## src/rtl/bmorph_pkg.sv

```systemverilog
// Shared types, constants and codes of the binary 3x3 morphology core.
// No dependencies; used by every module of the block.
package bmorph_pkg;

  // Geometry limits
  localparam int MAX_WIDTH  = 1024;
  localparam int MAX_HEIGHT = 1024;
  localparam int COL_W      = $clog2(MAX_WIDTH);
  localparam int ROW_W      = $clog2(MAX_HEIGHT);
  // Pending count of a stage never exceeds MAX_WIDTH + 2
  localparam int PEND_W     = $clog2(MAX_WIDTH + 3);

  // Window and line memory organization (rows interleaved over banks)
  localparam int WIN_N   = 3;
  localparam int MASK_W  = WIN_N * WIN_N;
  localparam int NBANK   = 4;
  localparam int BANK_W  = $clog2(NBANK);

  // Field widths
  localparam int PIX_W      = 8;
  localparam int DIM_W      = 11;
  localparam int MODE_W     = 2;
  localparam int CFG_IDX_W  = 3;
  localparam int CFG_DATA_W = 11;

  // Register reset values
  localparam int RST_WIDTH     = 640;
  localparam int RST_HEIGHT    = 480;
  localparam int RST_THRESHOLD = 127;
  localparam int RST_MASK      = 186;

  typedef enum logic [MODE_W-1:0] {
    MODE_ERODE,
    MODE_DILATE,
    MODE_OPEN,
    MODE_CLOSE
  } mode_e;

  typedef enum logic [CFG_IDX_W-1:0] {
    CFG_MODE,
    CFG_WIDTH,
    CFG_HEIGHT,
    CFG_THRESHOLD,
    CFG_MASK
  } cfg_idx_e;

  // Request and response payloads
  typedef struct packed {
    logic             op;
    logic [PIX_W-1:0] pixel;
  } req_t;

  typedef struct packed {
    logic out_pixel;
    logic frame_last;
  } rsp_t;

  // Effective configuration (sizes held as size minus one)
  typedef struct packed {
    mode_e             mode;
    logic [COL_W-1:0]  wm1;
    logic [ROW_W-1:0]  hm1;
    logic [PIX_W-1:0]  threshold;
    logic [MASK_W-1:0] mask;
  } cfg_t;

  // Token entering a window stage
  typedef struct packed {
    logic has_pix;
    logic pix;
  } tok_t;

  // Token leaving a window stage
  typedef struct packed {
    logic has_res;
    logic value;
    logic last;
  } res_t;

endpackage

```

## src/rtl/bmorph_cfg.sv

```systemverilog
// Configuration register file of the binary 3x3 morphology core.
// Depends on bmorph_pkg; sizes are clamped to the supported range on write.
module bmorph_cfg (
  input  logic                               clk_i,
  input  logic                               rst_ni,
  input  logic                               cfg_valid_i,
  output logic                               cfg_ready_o,
  input  logic [bmorph_pkg::CFG_IDX_W-1:0]   cfg_index_i,
  input  logic [bmorph_pkg::CFG_DATA_W-1:0]  cfg_data_i,
  output bmorph_pkg::cfg_t                   cfg_o
);

  logic [bmorph_pkg::DIM_W-1:0] width_m1;
  logic [bmorph_pkg::DIM_W-1:0] height_m1;

  bmorph_pkg::cfg_t cfg_q;

  // Size of zero acts as one, above the limit acts as the limit
  function automatic logic [bmorph_pkg::DIM_W-1:0] dim_m1(
    input logic [bmorph_pkg::DIM_W-1:0] v,
    input logic [bmorph_pkg::DIM_W-1:0] vmax
  );
    logic [bmorph_pkg::DIM_W-1:0] r;
    if (v == '0) begin
      r = '0;
    end else if (v > vmax) begin
      r = vmax - bmorph_pkg::DIM_W'(1);
    end else begin
      r = v - bmorph_pkg::DIM_W'(1);
    end
    return r;
  endfunction

  assign width_m1  = dim_m1(cfg_data_i, bmorph_pkg::DIM_W'(bmorph_pkg::MAX_WIDTH));
  assign height_m1 = dim_m1(cfg_data_i, bmorph_pkg::DIM_W'(bmorph_pkg::MAX_HEIGHT));

  // Writes are always taken
  assign cfg_ready_o = 1'b1;

  // Register writes
  always_ff @(posedge clk_i or negedge rst_ni) begin
    if (!rst_ni) begin
      cfg_q.mode      <= bmorph_pkg::MODE_ERODE;
      cfg_q.wm1       <= bmorph_pkg::COL_W'(bmorph_pkg::RST_WIDTH - 1);
      cfg_q.hm1       <= bmorph_pkg::ROW_W'(bmorph_pkg::RST_HEIGHT - 1);
      cfg_q.threshold <= bmorph_pkg::PIX_W'(bmorph_pkg::RST_THRESHOLD);
      cfg_q.mask      <= bmorph_pkg::MASK_W'(bmorph_pkg::RST_MASK);
    end else if (cfg_valid_i && cfg_ready_o) begin
      unique case (cfg_index_i)
        bmorph_pkg::CFG_MODE: begin
          cfg_q.mode <= bmorph_pkg::mode_e'(cfg_data_i[bmorph_pkg::MODE_W-1:0]);
        end
        bmorph_pkg::CFG_WIDTH: begin
          cfg_q.wm1 <= width_m1[bmorph_pkg::COL_W-1:0];
        end
        bmorph_pkg::CFG_HEIGHT: begin
          cfg_q.hm1 <= height_m1[bmorph_pkg::ROW_W-1:0];
        end
        bmorph_pkg::CFG_THRESHOLD: begin
          cfg_q.threshold <= cfg_data_i[bmorph_pkg::PIX_W-1:0];
        end
        bmorph_pkg::CFG_MASK: begin
          cfg_q.mask <= cfg_data_i[bmorph_pkg::MASK_W-1:0];
        end
        default: begin
        end
      endcase
    end
  end

  assign cfg_o = cfg_q;

endmodule

```

## config.mk

```make
export PLATFORM = sky130hd
export DESIGN_NAME = bmorph_cfg
export DESIGN_NICKNAME = d
export VERILOG_FILES = /design/src/rtl/bmorph_pkg.sv /design/src/rtl/bmorph_cfg.sv
export SDC_FILE = /design/constraint.sdc
export NUM_CORES = 1
export LEC_CHECK = 0
export BUFFER_PORTS_ARGS = -buffer_cell sky130_fd_sc_hd__clkbuf_2
export CORE_ASPECT_RATIO = 0.75
export CORE_MARGIN = 2
export CORE_UTILIZATION = 40
export DETAILED_ROUTE_END_ITERATION = 12
export GPL_TIMING_DRIVEN = 0
export PLACE_DENSITY = 0.69
export REMOVE_ABC_BUFFERS = 1
export SLEW_MARGIN = 20
export SYNTH_ARGS = -nofsm -noshare
export SYNTH_HDL_FRONTEND = slang
export SYNTH_SLANG_ARGS = --single-unit
```

## constraint.sdc

```tcl
create_clock -name clk_i -period 0.9 [get_ports clk_i]
set_input_delay 0.045 -clock clk_i [delete_from_list [all_inputs] [get_ports clk_i]]
set_output_delay 0.045 -clock clk_i [all_outputs]
set_load 0.03 [all_outputs]
```

# ---- After elaboration in Yosys (flattened, before gate mapping)
# Index checks and enable logic that the tools add are counted.
dict set report word_totals {
  ff_bits 39
  out_inout_bits 40
  wordCells 20
  in_bits 17
}
dict set report classes {
  n_eq_ne 4
  order_cmp 1
  add_sub_neg 1
  reduce_logical 7
  mux 2
}
# cell count
set op_table {}
lappend op_table {{10-bit 2-to-1 mux} 2}
lappend op_table {{11-bit greater-than comparator (second input constant)} 1}
lappend op_table {{11-bit zero test} 1}
lappend op_table {{2-bit AND reduction} 5}
lappend op_table {{10-bit by 1-bit subtractor with 10-bit output (second input constant)} 1}
lappend op_table {{3-bit by 2-bit equality test with 1-bit output (second input constant)} 2}
lappend op_table {{3-bit by 1-bit equality test with 1-bit output (second input constant)} 1}
lappend op_table {{3-bit equality test (second input constant)} 1}
lappend op_table {{3-bit zero test} 1}

# ---- Depth between registers and ports, before layout
dict set report logic_depth {
  depth_word 3
  mapped_depth 6
  mapped_depth_nobuf 6
}

# ---- Worst setup path before layout
# OpenSTA, ideal clock, no wires.
dict set report synth_path {
  path_type {input to register}
  from {input port cfg_data_i[0] in the netlist's numbering}
  to {register cfg_q, in the netlist cfg_o[22]}
  path_stages 6
  slack_ns -0.674
  path_buffers 0
  required_ns 0.778
  setup_time_ns 0.122
  t_arrival_ns 1.452
  cell_sequence {inv_1 ha_1 or4b_4 or4_4 nand3_1 o21ai_1}
}
dict set report synth_via {
  elab_chain_cells 3
  elab_cells_between_ends 5
  classes_between {1 x add/sub; 1 x order compare; 2 x mux; 1 x reduce/logical}
}
# item line_no
set synth_lines {}
lappend synth_lines {{start: declaration} bmorph_cfg.sv:9} ;# input logic [bmorph_pkg::CFG_DATA_W-1:0] cfg_data_i,
lappend synth_lines {{10-bit by 1-bit subtractor with 10-bit output or 11-bit greater-than comparator (tied branches)} {bmorph_cfg.sv:29, bmorph_cfg.sv:26}}
lappend synth_lines {{10-bit 2-to-1 mux} bmorph_cfg.sv:26} ;# end else if (v > vmax) begin
lappend synth_lines {{10-bit 2-to-1 mux *} bmorph_cfg.sv:24} ;# if (v == '0) begin
lappend synth_lines {{end: declaration} bmorph_cfg.sv:16} ;# bmorph_pkg::cfg_t cfg_q;
# Every way passes the cells marked *; elsewhere a longest branch is shown, timed or not.
# A chain may end at the register's enable or synchronous reset.

# ---- Worst setup path in the final report
dict set report layout_path {
  from {input port cfg_data_i[1] in the netlist's numbering}
  to {register cfg_q, in the netlist cfg_o[35]}
}
# The elaborated chain is that of the path after synthesis.

==> flow_metrics.env <==
export IMPL_die_area_sq_um=5120
export IMPL_vias=1446
export IMPL_min_path_type="input pin to asynchronous set/reset pin"
export IMPL_power_leakage_nw=1.27
export IMPL_routedWlPerCell_um=15.3
export IMPL_track_usage_pct=18.9
export IMPL_synth_adder_area_share_pct=2.34
export IMPL_clock_root_buffer="clkbuf_8"
export IMPL_tns_ps=-8590
export IMPL_worst_slack_ps=-377
export IMPL_synth_largest_area_cell="dfstp_2"
export IMPL_num_io_pins=57
export IMPL_drc=0
export IMPL_synthCells=157
export IMPL_reg2regPathDepth=3
export IMPL_syn2layout_area_growth_pct=59.5
export IMPL_hpwlAfterDp_um=2870
export IMPL_p_seq_share_pct=41.4
export IMPL_start_util_pct=41.3
export IMPL_clkSinkCount=39
export IMPL_cap_violations=0
export IMPL_synth_xor_xnor_area_share_pct=0.962
export IMPL_rr_endpoint="cfg_o[27]$_DFFE_PN1P_"
export IMPL_synth_simple_area_share_pct=15.5
export IMPL_start_kind="input pin"
export IMPL_clk_latency_ps=290
export IMPL_violations="negative hold slack, negative setup slack"
export IMPL_endpoint_kind="flip-flop"
export IMPL_synth_top_family_by_area="simple AND/OR/NAND/NOR gates"
export IMPL_htreeDepth=2
export IMPL_clock_path_buffers=2
export IMPL_rows=21
export IMPL_ys_ff_latch=39
export IMPL_n_antenna_cell=0
export IMPL_drt_vias_per_instance=5.07
export IMPL_numCtsBuffers=5
export IMPL_crit_chain="clkbuf_16, clkinv_8, ha_4, or4b_4, or3_4, a21oi_4, o21ai_1"
export IMPL_critical_path_class="input pin to flip-flop"
export IMPL_min_period_ps=1280
export IMPL_synth_cell_types=43
export IMPL_clkTransAtPathRegs_ps=80
export IMPL_finalSetupViolCount=49
export IMPL_synth_compound_area_share_pct=11.4
export IMPL_grt_max_degree=40
export IMPL_clock_power_share_pct=17.4
export IMPL_fillerInstances=343
export IMPL_fp_dieH_um=62.4
export IMPL_synth_mux_area_share_pct=11.7
export IMPL_finalPower_mw=6.48
export IMPL_synth_cell_area_sq_um=1820
export IMPL_core_area_sq_um=4410
export IMPL_grt_first_pass_wirelength_um=7330
export IMPL_sw_frac_of_total_pct=34.6
export IMPL_firstDrtPassIters=4
export IMPL_largest_register_ffs=39
export IMPL_grt_pass1_vias=1454
export IMPL_cp_arrival_ps=1450
export IMPL_worst_path_max_fanout=5
export IMPL_port_buffers=55
export IMPL_ys_warn_count=0
export IMPL_routed_wl_um=4370
export IMPL_dr_first_iter_drc_count=35
export IMPL_yosysSeqAreaShare_pct=55.5
export IMPL_drive_gt1_share_pct=68.9
export IMPL_fin_nets=245
export IMPL_cts_tree="built"
export IMPL_yosys_top_cells_area="dfstp_2 40%, dfrtp_1 15%, mux2_2 12%"
export IMPL_finalClockSkew_ps=0
export IMPL_power_frac_comb_pct=41.2
export IMPL_crit_slowest_cell="or4b_4"
export IMPL_postRouteAntennaNets=0
export IMPL_grt_ovfl_total=0
export IMPL_reg2reg_slack_ps=70
export IMPL_place_congestion=0.815
export IMPL_p_sw_mw=2.24
export IMPL_tightestPinTransition_ps=930
export IMPL_syn_area_per_cell_sq_um=11.6
export IMPL_critPathRequiredTime_ps=1080
export IMPL_ir_drop_mv=1.30
export IMPL_hold_ws_ps=-116
export IMPL_status="finished, violations left"
export IMPL_yosysTopAreaCellShare_pct=40.4
export IMPL_rsz0062_at_grt="true"
export IMPL_p_int_mw=4.24
export IMPL_die_width_um=81.9
export IMPL_fmax_mhz=783
export IMPL_p_per_area_nw_per_um2=2230
export IMPL_worstReg2RegStart="cfg_o[27]$_DFFE_PN1P_"
export IMPL_antenna_found_initial=0
export IMPL_fin_crit_sh_pct=142
export IMPL_relSlewSlack_pct=38.0
export IMPL_finalMaxSlewViolations=0
export IMPL_critical_path_max_stage_delay_ps=500
export IMPL_hold_viol=11
==> layout by cell type (no fill, tap or decap), types with 2 or more instances in the layout <==
| cell | count |
|---|---|
| clkinv_2 | 3 |
| inv_1 | 2 |
| dfstp_2 | 28 |
| or4_4 | 2 |
| clkbuf_16 | 2 |
| clkbuf_8 | 5 |
| dfrtp_1 | 11 |
| nor2_1 | 3 |
| buf_8 | 38 |
| o21ai_2 | 7 |
| nand4_1 | 2 |
| clkbuf_2 | 12 |
| nor3_4 | 2 |
| maj3_2 | 3 |
| nand2_1 | 22 |
| o31ai_1 | 3 |
| xnor2_1 | 2 |
| nand3_1 | 3 |
| nand3_2 | 2 |
| o21ai_0 | 4 |
| nor2_2 | 2 |
| clkinv_8 | 2 |
| o21ai_1 | 10 |
| buf_4 | 11 |
| mux2_2 | 19 |
==> cell families (layout without fill, tap and decap cells) <==
group	Yosys count	after routing
multiplexers	19	19
other	1	1
XOR/XNOR	2	2
adder cells (fa/ha/maj)	4	4
buffers and inverters	8	79
AO/OA/AOI/OAI	33	33
flip-flops	39	39
AND/OR/NAND/NOR	51	51
==> power by group through the flow <==
stage / combinational, mW / sequential (mW) / clock, mW
after global placement: 1.74 / 2.53 / 0
after CTS: 2.40 / 2.58 / 1.17
final: 2.67 / 2.68 / 1.12
after detailed placement: 1.76 / 2.55 / 0
after floorplan: 0.413 / 3.33 / 0
after global routing: 2.83 / 2.73 / 1.25
==> stage by stage <==
step	setup slack, ps	instance area (sq um)	hold slack [ps]	instances	utilization [%]
final	-377	2910	-116	285	65.8
after global routing	-419	2910	-35.3	285	65.8
after CTS	-382	2730	-90.1	279	61.9
after detailed placement	-932	2140	231	265	48.5
after global placement	-928	2140	227	265	48.5
after floorplan	-675	1790	-251	153	-
==> layer usage <==
metal	up-vias	wire length, um	global-route usage (%)
met5	-	0	0
met4	0	53	5.63
met3	8	270	5.78
met2	50	1970	26.8
met1	680	2090	27.6
li1	708	-	-
==> Yosys cell counts, drive strengths merged <==
| cell | instances |
|---|---|
| a211o | 1 |
| a21o | 2 |
| a21oi | 1 |
| a22o | 1 |
| a311o | 1 |
| a41o | 1 |
| and3 | 1 |
| buf | 3 |
| clkbuf | 1 |
| conb | 1 |
| dfrtp | 11 |
| dfstp | 28 |
| ha | 1 |
| inv | 4 |
| maj3 | 3 |
| mux2 | 19 |
| nand2 | 22 |
| nand3 | 5 |
| nand3b | 2 |
| nand4 | 2 |
| nor2 | 5 |
| nor2b | 1 |
| nor3 | 4 |
| nor3b | 2 |
| nor4b | 1 |
| o211ai | 1 |
| o21a | 1 |
| o21ai | 21 |
| o31ai | 3 |
| or2 | 1 |
| or3 | 2 |
| or4 | 2 |
| or4b | 1 |
| xnor2 | 2 |
==> critical path: cells and delay by family <==
kind                     cells  cell delay, ps
adder cells (fa/ha/maj)      1             110
buffers and inverters        2             170
AO/OA/AOI/OAI                2             250
AND/OR/NAND/NOR              2             870
==> area by class of cell <==
cell class / count / area, sq um / area share (%)
well taps: 57 / 71.3 / 2.45
repair buffers: 67 / 807 / 27.8
inverters: 4 / 40.0 / 1.38
flip-flops and latches: 39 / 1010 / 34.8
clock buffers: 5 / 68.8 / 2.37
multi-input cells: 110 / 893 / 30.7
clock inverters: 3 / 15.0 / 0.517
==> how the worst max path moves through the flow <==
stage	endpoint	slack (ps)	start	depth (start not counted)
floorplan	cfg_o[22]$_DFFE_PN0P_	-670	cfg_data_i[0]	6
global placement	cfg_o[22]$_DFFE_PN0P_	-930	cfg_data_i[0]	7
detailed placement	cfg_o[22]$_DFFE_PN0P_	-930	cfg_data_i[0]	7
CTS	cfg_o[35]$_DFFE_PN0P_	-380	cfg_data_i[1]	7
global route	cfg_o[35]$_DFFE_PN0P_	-420	cfg_data_i[1]	7
finish	cfg_o[35]$_DFFE_PN0P_	-380	cfg_data_i[1]	7
==> timing repair <==
item | 4_1_cts | 5_1_grt
endpoints found under the hold margin | 11 | 11
buffers inserted | 6 | 7
endpoints found under the setup margin | 76 | 69
gates resized for setup | 115 | 60
pin swaps | 14 | 9
Power figures use the tool's default switching activity.
